## src/hdl/ske_pkg.sv

```systemverilog
`timescale 1ns / 1ps
// ----------------------------------------------------------------------------
// ske_pkg: shared types and constants of the sorted key set engine
// Holds the set capacity, the derived widths, the item formats of both
// channels and the command and status groups between controller and datapath.
// ----------------------------------------------------------------------------
package ske_pkg;

  localparam int CAPACITY = 64;
  localparam int IDX_W    = $clog2(CAPACITY);
  localparam int CNT_W    = $clog2(CAPACITY + 1);
  localparam int KEY_W    = 31;
  localparam int FIELD_W  = 7;

  localparam logic ACT_INSERT = 1'b0;
  localparam logic ACT_REMOVE = 1'b1;

  typedef enum logic [1:0] {
    STATUS_DONE = 2'd0,
    STATUS_MISS = 2'd1,
    STATUS_FULL = 2'd2
  } status_t;

  typedef struct packed {
    logic             action;
    logic [KEY_W-1:0] key;
  } req_item_t;

  typedef struct packed {
    status_t            status;
    logic [FIELD_W-1:0] position;
    logic [FIELD_W-1:0] entry_count;
  } rsp_item_t;

  // Commands from the controller to the datapath.
  typedef struct packed {
    logic load;
    logic probe_rd;
    logic probe_upd;
    logic chk_rd;
    logic chk_eval;
    logic shift_step;
    logic commit;
    logic rsp_load;
  } ske_cmd_t;

  // Status from the datapath to the controller.
  typedef struct packed {
    logic span_zero;
    logic do_op;
    logic shift_done;
  } ske_sts_t;

endpackage

```

## src/hdl/sorted_key_set_engine_core.sv

```systemverilog
`timescale 1ns / 1ps
// ----------------------------------------------------------------------------
// sorted_key_set_engine_core: ordered set of distinct keys
// Each request item inserts or removes one 31-bit key; the set stays sorted
// in a RAM and each item returns one response item.
// ----------------------------------------------------------------------------
// Usage:
//   The request channel (req_valid, req_stall, req) carries an action and a
//   key. The response channel (rsp_valid, rsp_stall, rsp) carries a status,
//   the lower-bound position of the key and the entry count after the item.
//   An item is taken at a clock edge with valid high and stall low.
//   One item is in work at a time. The lower bound is found by a binary
//   search in which every probe is a RAM read and a compare; a set of N
//   entries takes P probes, at most ceil(log2(N + 1)), so at most 7 for 64
//   entries. An insert or remove moves the M entries above the position
//   through the RAM, one entry a cycle. The next item is taken in the cycle
//   after the response is loaded. The response sits in an output register;
//   the next request item is taken as soon as the sequencer is idle, even
//   while that response is stalled. A new response waits in the sequencer
//   until the register is free. Reset empties the set at once; key storage
//   is not cleared, since only entries below the fill count are ever read.
// ----------------------------------------------------------------------------
module sorted_key_set_engine_core (
  input  logic               clk,
  input  logic               rst,
  input  logic               req_valid,
  output logic               req_stall,
  input  ske_pkg::req_item_t req,
  output logic               rsp_valid,
  input  logic               rsp_stall,
  output ske_pkg::rsp_item_t rsp
);

  // Command and status groups between the sequencer and the datapath.
  ske_pkg::ske_cmd_t cmd;
  ske_pkg::ske_sts_t sts;

  // The sequencer decides what happens each cycle and owns both handshakes.
  ske_ctrl u_ctrl (
    .clk      (clk),
    .rst      (rst),
    .req_valid(req_valid),
    .req_stall(req_stall),
    .rsp_valid(rsp_valid),
    .rsp_stall(rsp_stall),
    .sts      (sts),
    .cmd      (cmd)
  );

  // The datapath holds the keys, the fill count and the response register.
  ske_datapath u_datapath (
    .clk(clk),
    .rst(rst),
    .req(req),
    .cmd(cmd),
    .sts(sts),
    .rsp(rsp)
  );

endmodule

```

## src/hdl/ske_ram.sv

```systemverilog
`timescale 1ns / 1ps
// ----------------------------------------------------------------------------
// ske_ram: generic single-port-write, single-port-read RAM
// One write and one read per cycle; the read data is registered.
// ----------------------------------------------------------------------------
module ske_ram #(
  parameter int WIDTH = 31,
  parameter int DEPTH = 64
) (
  input  logic                     clk,
  input  logic                     wr_en,
  input  logic [$clog2(DEPTH)-1:0] wr_addr,
  input  logic [WIDTH-1:0]         wr_data,
  input  logic                     rd_en,
  input  logic [$clog2(DEPTH)-1:0] rd_addr,
  output logic [WIDTH-1:0]         rd_data
);

  logic [WIDTH-1:0] mem [DEPTH];

  always_ff @(posedge clk) begin
    if (wr_en) begin
      mem[wr_addr] <= wr_data;
    end
    if (rd_en) begin
      rd_data <= mem[rd_addr];
    end
  end

endmodule

```

## src/hdl/ske_datapath.sv

```systemverilog
`timescale 1ns / 1ps
// ----------------------------------------------------------------------------
// ske_datapath: key storage, search registers and entry mover
// Holds the key memory, the fill count, the lower-bound search window, the
// shift cursor and the result register, all stepped by controller commands.
// ----------------------------------------------------------------------------
module ske_datapath (
  input  logic              clk,
  input  logic              rst,
  input  ske_pkg::req_item_t req,
  input  ske_pkg::ske_cmd_t  cmd,
  output ske_pkg::ske_sts_t  sts,
  output ske_pkg::rsp_item_t rsp
);

  logic                       action;
  logic [ske_pkg::KEY_W-1:0]  key;
  logic [ske_pkg::CNT_W-1:0]  fill;
  logic [ske_pkg::CNT_W-1:0]  first;
  logic [ske_pkg::CNT_W-1:0]  span;
  logic [ske_pkg::CNT_W-1:0]  probe;
  logic [ske_pkg::CNT_W-1:0]  src;
  logic [ske_pkg::CNT_W-1:0]  dst;
  logic [ske_pkg::CNT_W-1:0]  rem;
  logic                       pend;
  ske_pkg::status_t           status;

  logic [ske_pkg::CNT_W-1:0]  half;
  logic [ske_pkg::CNT_W-1:0]  probe_c;
  logic                       hit;
  ske_pkg::status_t           status_c;

  logic                       wr_en;
  logic [ske_pkg::IDX_W-1:0]  wr_addr;
  logic [ske_pkg::KEY_W-1:0]  wr_data;
  logic                       rd_en;
  logic [ske_pkg::IDX_W-1:0]  rd_addr;
  logic [ske_pkg::KEY_W-1:0]  rd_data;

  ske_ram #(
    .WIDTH(ske_pkg::KEY_W),
    .DEPTH(ske_pkg::CAPACITY)
  ) u_keys (
    .clk    (clk),
    .wr_en  (wr_en),
    .wr_addr(wr_addr),
    .wr_data(wr_data),
    .rd_en  (rd_en),
    .rd_addr(rd_addr),
    .rd_data(rd_data)
  );

  assign half    = span >> 1;
  assign probe_c = first + half;

  // The entry at the lower bound is a hit only if it lies inside the set.
  assign hit = (first < fill) && (rd_data == key);

  always_comb begin
    if (action == ske_pkg::ACT_INSERT) begin
      if (hit) begin
        status_c = ske_pkg::STATUS_MISS;
      end else if (fill == ske_pkg::CNT_W'(ske_pkg::CAPACITY)) begin
        status_c = ske_pkg::STATUS_FULL;
      end else begin
        status_c = ske_pkg::STATUS_DONE;
      end
    end else begin
      status_c = hit ? ske_pkg::STATUS_DONE : ske_pkg::STATUS_MISS;
    end
  end

  assign sts.span_zero  = (span == '0);
  assign sts.do_op      = (status_c == ske_pkg::STATUS_DONE);
  assign sts.shift_done = (rem == '0) && !pend;

  always_comb begin
    rd_en   = 1'b0;
    rd_addr = '0;
    priority if (cmd.probe_rd) begin
      rd_en   = 1'b1;
      rd_addr = probe_c[ske_pkg::IDX_W-1:0];
    end else if (cmd.chk_rd) begin
      rd_en   = 1'b1;
      rd_addr = first[ske_pkg::IDX_W-1:0];
    end else if (cmd.shift_step && (rem != '0)) begin
      rd_en   = 1'b1;
      rd_addr = src[ske_pkg::IDX_W-1:0];
    end
  end

  always_comb begin
    wr_en   = 1'b0;
    wr_addr = '0;
    wr_data = rd_data;
    priority if (cmd.shift_step && pend) begin
      wr_en   = 1'b1;
      wr_addr = dst[ske_pkg::IDX_W-1:0];
    end else if (cmd.commit && (action == ske_pkg::ACT_INSERT)) begin
      wr_en   = 1'b1;
      wr_addr = first[ske_pkg::IDX_W-1:0];
      wr_data = key;
    end
  end

  always_ff @(posedge clk) begin
    if (rst) begin
      fill <= '0;
      pend <= 1'b0;
      rem  <= '0;
    end else begin
      if (cmd.load) begin
        action <= req.action;
        key    <= req.key;
        first  <= '0;
        span   <= fill;
      end
      if (cmd.probe_rd) begin
        probe <= probe_c;
      end
      if (cmd.probe_upd) begin
        if (rd_data < key) begin
          first <= probe + ske_pkg::CNT_W'(1);
          span  <= span - half - ske_pkg::CNT_W'(1);
        end else begin
          span <= half;
        end
      end
      if (cmd.chk_eval) begin
        status <= status_c;
        pend   <= 1'b0;
        if (action == ske_pkg::ACT_INSERT) begin
          src <= fill - ske_pkg::CNT_W'(1);
          rem <= fill - first;
        end else begin
          src <= first + ske_pkg::CNT_W'(1);
          rem <= fill - first - ske_pkg::CNT_W'(1);
        end
      end
      if (cmd.shift_step) begin
        if (rem != '0) begin
          pend <= 1'b1;
          rem  <= rem - ske_pkg::CNT_W'(1);
          if (action == ske_pkg::ACT_INSERT) begin
            dst <= src + ske_pkg::CNT_W'(1);
            src <= src - ske_pkg::CNT_W'(1);
          end else begin
            dst <= src - ske_pkg::CNT_W'(1);
            src <= src + ske_pkg::CNT_W'(1);
          end
        end else begin
          pend <= 1'b0;
        end
      end
      if (cmd.commit) begin
        if (action == ske_pkg::ACT_INSERT) begin
          fill <= fill + ske_pkg::CNT_W'(1);
        end else begin
          fill <= fill - ske_pkg::CNT_W'(1);
        end
      end
      if (cmd.rsp_load) begin
        rsp.status      <= status;
        rsp.position    <= ske_pkg::FIELD_W'(first);
        rsp.entry_count <= ske_pkg::FIELD_W'(fill);
      end
    end
  end

  a_fill_bound : assert property (@(posedge clk) disable iff (rst)
    fill <= ske_pkg::CNT_W'(ske_pkg::CAPACITY))
    else $error("fill count above capacity");

  a_probe_inside : assert property (@(posedge clk) disable iff (rst)
    cmd.probe_rd |-> (probe_c < fill))
    else $error("search probe outside the held entries");

  a_commit_settled : assert property (@(posedge clk) disable iff (rst)
    cmd.commit |-> sts.shift_done)
    else $error("commit while entries are still moving");

  a_insert_grows : assert property (@(posedge clk) disable iff (rst)
    (cmd.commit && (action == ske_pkg::ACT_INSERT))
      |=> (fill == $past(fill) + ske_pkg::CNT_W'(1)))
    else $error("insert did not grow the set by one");

endmodule

```

## src/hdl/ske_ctrl.sv

```systemverilog
`timescale 1ns / 1ps
// ----------------------------------------------------------------------------
// ske_ctrl: sequencing state machine of the sorted key set engine
// Steps the datapath through search, hit check, entry move and result load,
// and owns the request stall and the result valid.
// ----------------------------------------------------------------------------
module ske_ctrl (
  input  logic              clk,
  input  logic              rst,
  input  logic              req_valid,
  output logic              req_stall,
  output logic              rsp_valid,
  input  logic              rsp_stall,
  input  ske_pkg::ske_sts_t sts,
  output ske_pkg::ske_cmd_t cmd
);

  typedef enum logic [2:0] {
    IDLE,
    PROBE_RD,
    PROBE_CMP,
    CHK_EVAL,
    SHIFT,
    RESULT
  } state_t;

  state_t state;
  state_t state_next;
  logic   rsp_free;

  assign rsp_free = !rsp_valid || !rsp_stall;

  always_comb begin
    state_next = state;
    cmd        = '0;
    unique case (state)
      IDLE: begin
        if (req_valid && !req_stall) begin
          cmd.load   = 1'b1;
          state_next = PROBE_RD;
        end
      end
      PROBE_RD: begin
        if (sts.span_zero) begin
          cmd.chk_rd = 1'b1;
          state_next = CHK_EVAL;
        end else begin
          cmd.probe_rd = 1'b1;
          state_next   = PROBE_CMP;
        end
      end
      PROBE_CMP: begin
        cmd.probe_upd = 1'b1;
        state_next    = PROBE_RD;
      end
      CHK_EVAL: begin
        cmd.chk_eval = 1'b1;
        state_next   = sts.do_op ? SHIFT : RESULT;
      end
      SHIFT: begin
        if (sts.shift_done) begin
          cmd.commit = 1'b1;
          state_next = RESULT;
        end else begin
          cmd.shift_step = 1'b1;
        end
      end
      RESULT: begin
        if (rsp_free) begin
          cmd.rsp_load = 1'b1;
          state_next   = IDLE;
        end
      end
      default: begin
        state_next = IDLE;
      end
    endcase
  end

  always_ff @(posedge clk) begin
    if (rst) begin
      state     <= IDLE;
      req_stall <= 1'b0;
      rsp_valid <= 1'b0;
    end else begin
      state     <= state_next;
      req_stall <= (state_next != IDLE);
      if (cmd.rsp_load) begin
        rsp_valid <= 1'b1;
      end else if (!rsp_stall) begin
        rsp_valid <= 1'b0;
      end
    end
  end

  a_busy_after_accept : assert property (@(posedge clk) disable iff (rst)
    (req_valid && !req_stall) |=> req_stall)
    else $error("request taken while an item is in work");

  a_stall_matches_state : assert property (@(posedge clk) disable iff (rst)
    req_stall == (state != IDLE))
    else $error("request stall out of step with the sequencer");

  a_rsp_held : assert property (@(posedge clk) disable iff (rst)
    (rsp_valid && rsp_stall) |=> rsp_valid)
    else $error("stalled response dropped");

endmodule

```

## config.mk

```make
export PLATFORM = sky130hd
export DESIGN_NAME = sorted_key_set_engine_core
export DESIGN_NICKNAME = d
export VERILOG_FILES = /design/src/hdl/ske_pkg.sv /design/src/hdl/sorted_key_set_engine_core.sv /design/src/hdl/ske_ram.sv /design/src/hdl/ske_datapath.sv /design/src/hdl/ske_ctrl.sv
export SDC_FILE = /design/constraint.sdc
export NUM_CORES = 2
export LEC_CHECK = 0
export BUFFER_PORTS_ARGS = -buffer_cell sky130_fd_sc_hd__buf_2
export CAP_MARGIN = 0
export CORE_MARGIN = 4
export CORE_UTILIZATION = 60
export DETAILED_ROUTE_END_ITERATION = 10
export PLACE_DENSITY = 0.76
export RECOVER_POWER = 100
export SYNTH_ARGS = -nofsm -noshare
export SYNTH_HDL_FRONTEND = slang
export SYNTH_SLANG_ARGS = --single-unit
```

## constraint.sdc

```tcl
create_clock -name clk -period 10.3 [get_ports clk]
set_input_delay 1.03 -clock clk [delete_from_list [all_inputs] [get_ports clk]]
set_output_delay 1.03 -clock clk [all_outputs]
set_load 0.03 [all_outputs]
```

# After elaboration in Yosys (flattened, before gate mapping)

Memories as Yosys holds them, arrays and structs flattened. A register that Yosys moved wholly into a read port is not among the register bits.
Cells that the tools add are included.

Output and inout port bits: 18
Memories kept: 1
RAM bits: 1,984
Input bits: 36
Register bits: 104
Logic and storage cells: 126

Add/subtract/negate cells: 12
Multiplexer cells: 59
Bitwise logic cells: 2
$lt $le $gt $ge: 2
Reductions and logical operators: 25
Equality and inequality tests: 8

Memories:

| name                  | depth | bits a word | read ports | clocked after Yosys merged registers in | write ports | line          | RTL |
|---|---|---|---|---|---|---|---|
| u_datapath.u_keys.mem | 64    | 31          | 1          | 1                                       | 1           | ske_ram.sv:19 | `logic [WIDTH-1:0] mem [DEPTH];` |

Operators with widths:

| operator                                                            | count |
|---|---|
| 7-bit 2-to-1 mux                                                    | 16 |
| 31-bit 2-to-1 mux                                                   | 2 |
| 6-bit 2-to-1 mux                                                    | 6 |
| 7-bit by 1-bit subtractor with 7-bit output (second input constant) | 5 |
| 31-bit == test                                                      | 1 |
| 31-bit < comparator                                                 | 1 |
| 7-bit by 1-bit adder with 7-bit output (second input constant)      | 4 |
| 1-bit 2-to-1 mux                                                    | 27 |
| 3-bit case mux with 6 select lines                                  | 1 |
| 7-bit zero test                                                     | 2 |
| 2-bit AND reduction                                                 | 5 |
| 3-bit 2-to-1 mux                                                    | 3 |
| 2-bit 2-to-1 mux                                                    | 4 |
| 7-bit by 6-bit adder with 7-bit output                              | 1 |
| 7-bit == test (second input constant)                               | 1 |
| 7-bit < comparator                                                  | 1 |
| 7-bit nonzero test                                                  | 1 |
| 7-bit by 6-bit subtractor with 7-bit output                         | 1 |
| 7-bit subtractor                                                    | 1 |
| 3-bit by 2-bit == test with 1-bit output (second input constant)    | 2 |
| 3-bit == test (second input constant)                               | 2 |
| 1-bit logical AND                                                   | 6 |
| 1-bit zero test                                                     | 4 |
| 2-bit nonzero test                                                  | 2 |
| 8 further kinds                                                     | 9 |

# Longest topological paths before layout

Depth after elaboration: 9
Gate-level depth with buffers: 14
Mapped depth without buffers: 12

# Modules after synthesis

From an unflattened synthesis, not the netlist that was laid out.

Cells, all modules: 4,160
Area, all modules: 83,605.2 um2

By module, submodules not included:

| module       | cells each | area an instance (um2) | sequential area each (um2) | instances |
|---|---|---|---|---|
| ske_ram      | 3,418      | 76,616.0               | 60,508.0                   | 1 |
| ske_datapath | 703        | 6,653.9                | 2,792.7                    | 1 |
| ske_ctrl     | 39         | 335.3                  | 100.1                      | 1 |

# Worst setup path before layout

OpenSTA, ideal clock, no wires.

Path kind: reg-to-reg
From: register u_datapath.rem[0] (netlist name)
To: memory u_datapath.u_keys.mem[0][10], data pin
Clock period less this slack: 5.143 ns
Arrival: 4.442 ns
Buffers on the path: 2
Setup slack: 5.157 ns
Setup time: 0.702 ns
Cell stages (with the launch flop): 10
Data required time: 9.598 ns
Cells stage by stage: dfxtp_1 > inv_1 > ha_1 > nor3b_1 > nand2_1 > or3_1 > or2_2 > clkbuf_1 > clkbuf_1 > o21ai_0

Word-level cells in the longest chain between the ends: 7
Elaborated cells between the ends (all ways): 9
Classes of those cells: mux: 5; reduce/logical: 4

RTL lines:

| element                           | line                | RTL |
|---|---|---|
| start: declaration                | ske_datapath.sv:24  | `logic [ske_pkg::CNT_W-1:0] rem;` |
| start signal: assignment          | ske_datapath.sv:134 | `rem <= fill - first;` |
| start signal: assignment          | ske_datapath.sv:137 | `rem <= fill - first - ske_pkg::CNT_W'(1);` |
| start signal: assignment          | ske_datapath.sv:143 | `rem <= rem - ske_pkg::CNT_W'(1);` |
| 7-bit zero test (*)               | ske_datapath.sv:75  | `assign sts.shift_done = (rem == '0) && !pend;` |
| 1-bit logical AND (*)             | ske_datapath.sv:75  |  |
| 1-bit 2-to-1 mux                  | ske_ctrl.sv:61      | `if (sts.shift_done) begin` |
| 2-bit 2-to-1 mux (*)              | ske_ctrl.sv:36      | `unique case (state)` |
| 1-bit logical AND                 | ske_datapath.sv:99  | `end else if (cmd.commit && (action == ske_pkg::ACT_INSERT)) begin` |
| 31-bit 2-to-1 mux                 | ske_datapath.sv:99  |  |
| 31-bit 2-to-1 mux (*)             | ske_datapath.sv:96  | `priority if (cmd.shift_step && pend) begin` |
| via u_datapath.u_keys.wr_data[10] | ske_ram.sv:13       | `input logic [WIDTH-1:0] wr_data,` |
| end: declaration                  | ske_ram.sv:19       |  |

The timed path passes the listed nets; every way through them passes the cells marked *.

# Worst setup path after layout

From: register u_datapath.rem[0] (netlist name)
To: memory u_datapath.u_keys.mem[25][12], data pin

The elaborated chain is that of the path after synthesis.

==> out/qor.yml <==
yosysUniqueCellTypes: 68
drv_slew: 1835
fillers: 9427
startpoint_type: "flip-flop"
setup_viol: 0
die_h_um: 387
ys_ff_latch: 2118
fin_cells: 8304
cts_hold_buffers: 0
cts_num_sinks: 2118
rr_worst_depth: 9
dp_hpwl_um: 131000
criticalPathCategory: "flip-flop to flip-flop"
cpMostUsedCell: "buf_4"
multi_input_area_sq_mm: 0.0210
syn_inst: 6293
area.growth.synth_to_final_pct: 10.3
hp-class: "input pin to flip-flop"
synth.top_cell.area_share_pct: 73.2
nets: 6340
design.core.area_sq_mm: 0.142
die_area_sq_mm: 0.150
period_share_pct: 78.4
yosysTopAreaCell: "edfxtp_1"
drive_above_1_share_pct: 7.88
fin_setup_tns_ns: 0
cts_made_buffers: 201
cts-root-buf: "clkbuf_16"
hold_depth: 1
start_util_pct: 60.6
detail_route.wl_per_cell_um: 29.9
path_delay_family: "compound AO/OA/AOI/OAI gates"
tritoncts: "done"
gp_congestion: 0.914
violations: "capacitance limit, slew limit"
ir_drop_mv: 0.184
design_area_sq_mm: 0.0950
grt_max_degree: 200
dp_cells: 7925
power_density_mw_per_mm2: 204
maxCapViolCount: 67
synthesis.area_sq_mm: 0.0861
syn-mean-instance-area_sq_um: 13.7
slowest_delay_ns: 3.30
antenna_found_initial: 13
grt_pass1_vias: 54623
arrival_ns: 8.67
drt-vias-per-instance: 6.83
p_total_mw: 19.4
ys_seq_area_share_pct: 73.7
fin_skew_ns: 0.0348
outcome: "finished with violations"
crit_chain: "inv_1, ha_1, nor3b_1, nand2_1, or3_1, or2_0, buf_4, o21ai_0, buf_4"
hold_ws_ns: 0.368
ys.flop_type: "edfxtp_1"
port_buffers: 53
grt_usage_pct: 32.4
first_pass_iters: 6
critical_path.endpoint_type: "flip-flop"
rows: 138
clk_pin_slew_ns: 0.06
synth_edf_count: 2098
async_reset_ff_share_pct: 0
fin_crit_ns: 8.07
ant_nets: 0
htree_num_levels: 4
synth.most_common_cell: "edfxtp_1"
cp.depth: 9
clkLatencyLatePin_ns: 0.84
drc_errors: 0
synth_nets: 6394
timing.fmax_ghz: 0.124
dpl_cell_area_sq_mm: 0.0891
seqCellArea_sq_mm: 0.0634
cts-resized-gates: 0
grt_pass1_wl_um: 359000
final_hold_viol_count: 0
die_w_um: 387
crit_fanout: 34
vias: 56726
slowest_stage: "o21ai_0"
routed_wl_um: 248000
maxSlewHeadroom_pct: -197
clockBufferDepth: 3
synth_common_cells: "edfxtp_1 (2,098), nand2_1 (1,357), and3_1 (374)"
yosysWarnings: 0
worst_pin_slew_ns: 4.41
grt.overflow.total: 0
synth_area_leaders: "edfxtp_1 (73%), nand2_1 (5.9%), a211oi_1 (3.2%), and3_1 (2.7%), a31oi_1 (2.7%)"
path_buf_inv: 3
grt_setup_unrepaired: "no"
p_leak_nw: 31.8
io_pins: 54
cts_setup_buffers: 0
dr.first_iter.drc_count: 8892
cp_data_required_time_ns: 10.90
==> cell type report <==
type / count / share of cell area, %
antenna: 7 / 0.0184
clock buffer: 255 / 5.60
clock inverter: 116 / 1.16
inverter: 62 / 0.245
multi-input combinational: 3642 / 22.1
sequential: 2118 / 66.8
tap: 1890 / 2.49
timing repair buffer: 214 / 1.59
==> path summary, 6_finish.rpt <==
path | startpoint | endpoint | slack [ns]
max reg2reg | u_datapath.rem[0] | u_datapath.u_keys.mem[25][12] | 2.23
min | req[26] | u_datapath.key[26] | 0.37
min reg2reg | u_datapath.status[0] | u_datapath.rsp[14] | 0.42
max | u_datapath.rem[0] | u_datapath.u_keys.mem[25][12] | 2.23
==> where the power goes <==
group          internal (mW)  switching, mW
Clock                   4.08           3.17
Combinational          0.604           1.69
Sequential              9.80         0.0626
==> cell usage in the layout, fill, tap and decap left out, types with 6 or more instances in the layout <==
master / instances
a21o_1: 14
buf_12: 17
a22o_1: 123
xnor2_1: 26
o21ai_1: 73
nor3b_1: 6
o21ai_0: 94
o21ai_4: 19
nand3_1: 290
clkbuf_1: 111
ha_1: 62
xor2_1: 12
nand4_1: 39
nor2_4: 41
o21a_1: 11
edfxtp_1: 2098
mux2i_1: 19
a32o_1: 120
nor2_1: 74
a31oi_1: 373
buf_2: 33
or3_1: 11
clkinv_2: 40
nor3_1: 12
clkinv_1: 43
nand2_1: 1355
and3_1: 374
buf_4: 102
inv_1: 62
diode_2: 7
nor2b_1: 7
a211oi_1: 370
bufinv_16: 17
clkbuf_16: 205
a21oi_1: 43
dfxtp_1: 20
==> per-stage QoR <==
stage | setup slack [ns] | utilization (%)
after floorplan | 5.16 | -
after global routing | 2.08 | 66.8
after global placement | 4.03 | 62.7
final | 2.23 | 66.8
after CTS | 4.24 | 67.2
after detailed placement | 4.25 | 62.7
==> per-layer routing <==
| metal | share of wire (%) | global-route usage [%] | up-vias | wire length (um) |
|---|---|---|---|---|
| met5 | 0.021 | 0 | - | 52 |
| met4 | 6.5 | 18.8 | 8 | 16200 |
| met3 | 14 | 8.70 | 745 | 34100 |
| met2 | 45 | 48.9 | 4213 | 111000 |
| met1 | 35 | 42.8 | 27792 | 86600 |
| li1 | - | - | 23968 | - |
==> cell families after synthesis <==
logic type	count (synthesis)	share of synthesized area (%)
compound gates	1282	10.6
xor+xnor	38	0.387
fa+ha+maj	65	0.971
buf+inv	533	2.55
flops	2118	73.7
mux	22	0.260
simple gates	2235	11.6
==> registers in the layout, summed over array words and instances (netlist names) <==
name and cells:
u_datapath.status 2, u_datapath.first 7, u_ctrl.rsp_valid 1, u_ctrl.req_stall 1, u_datapath.rsp 16, u_datapath.pend 1
u_datapath.rem 7, u_datapath.span 7, u_datapath.u_keys.mem 1984, u_datapath.action 1, u_datapath.u_keys.rd_data 31, u_datapath.fill 7
u_datapath.dst 6, u_datapath.src 6, u_datapath.probe 7, u_datapath.key 31, u_ctrl.state 3
(Power assumes the default switching activity.)
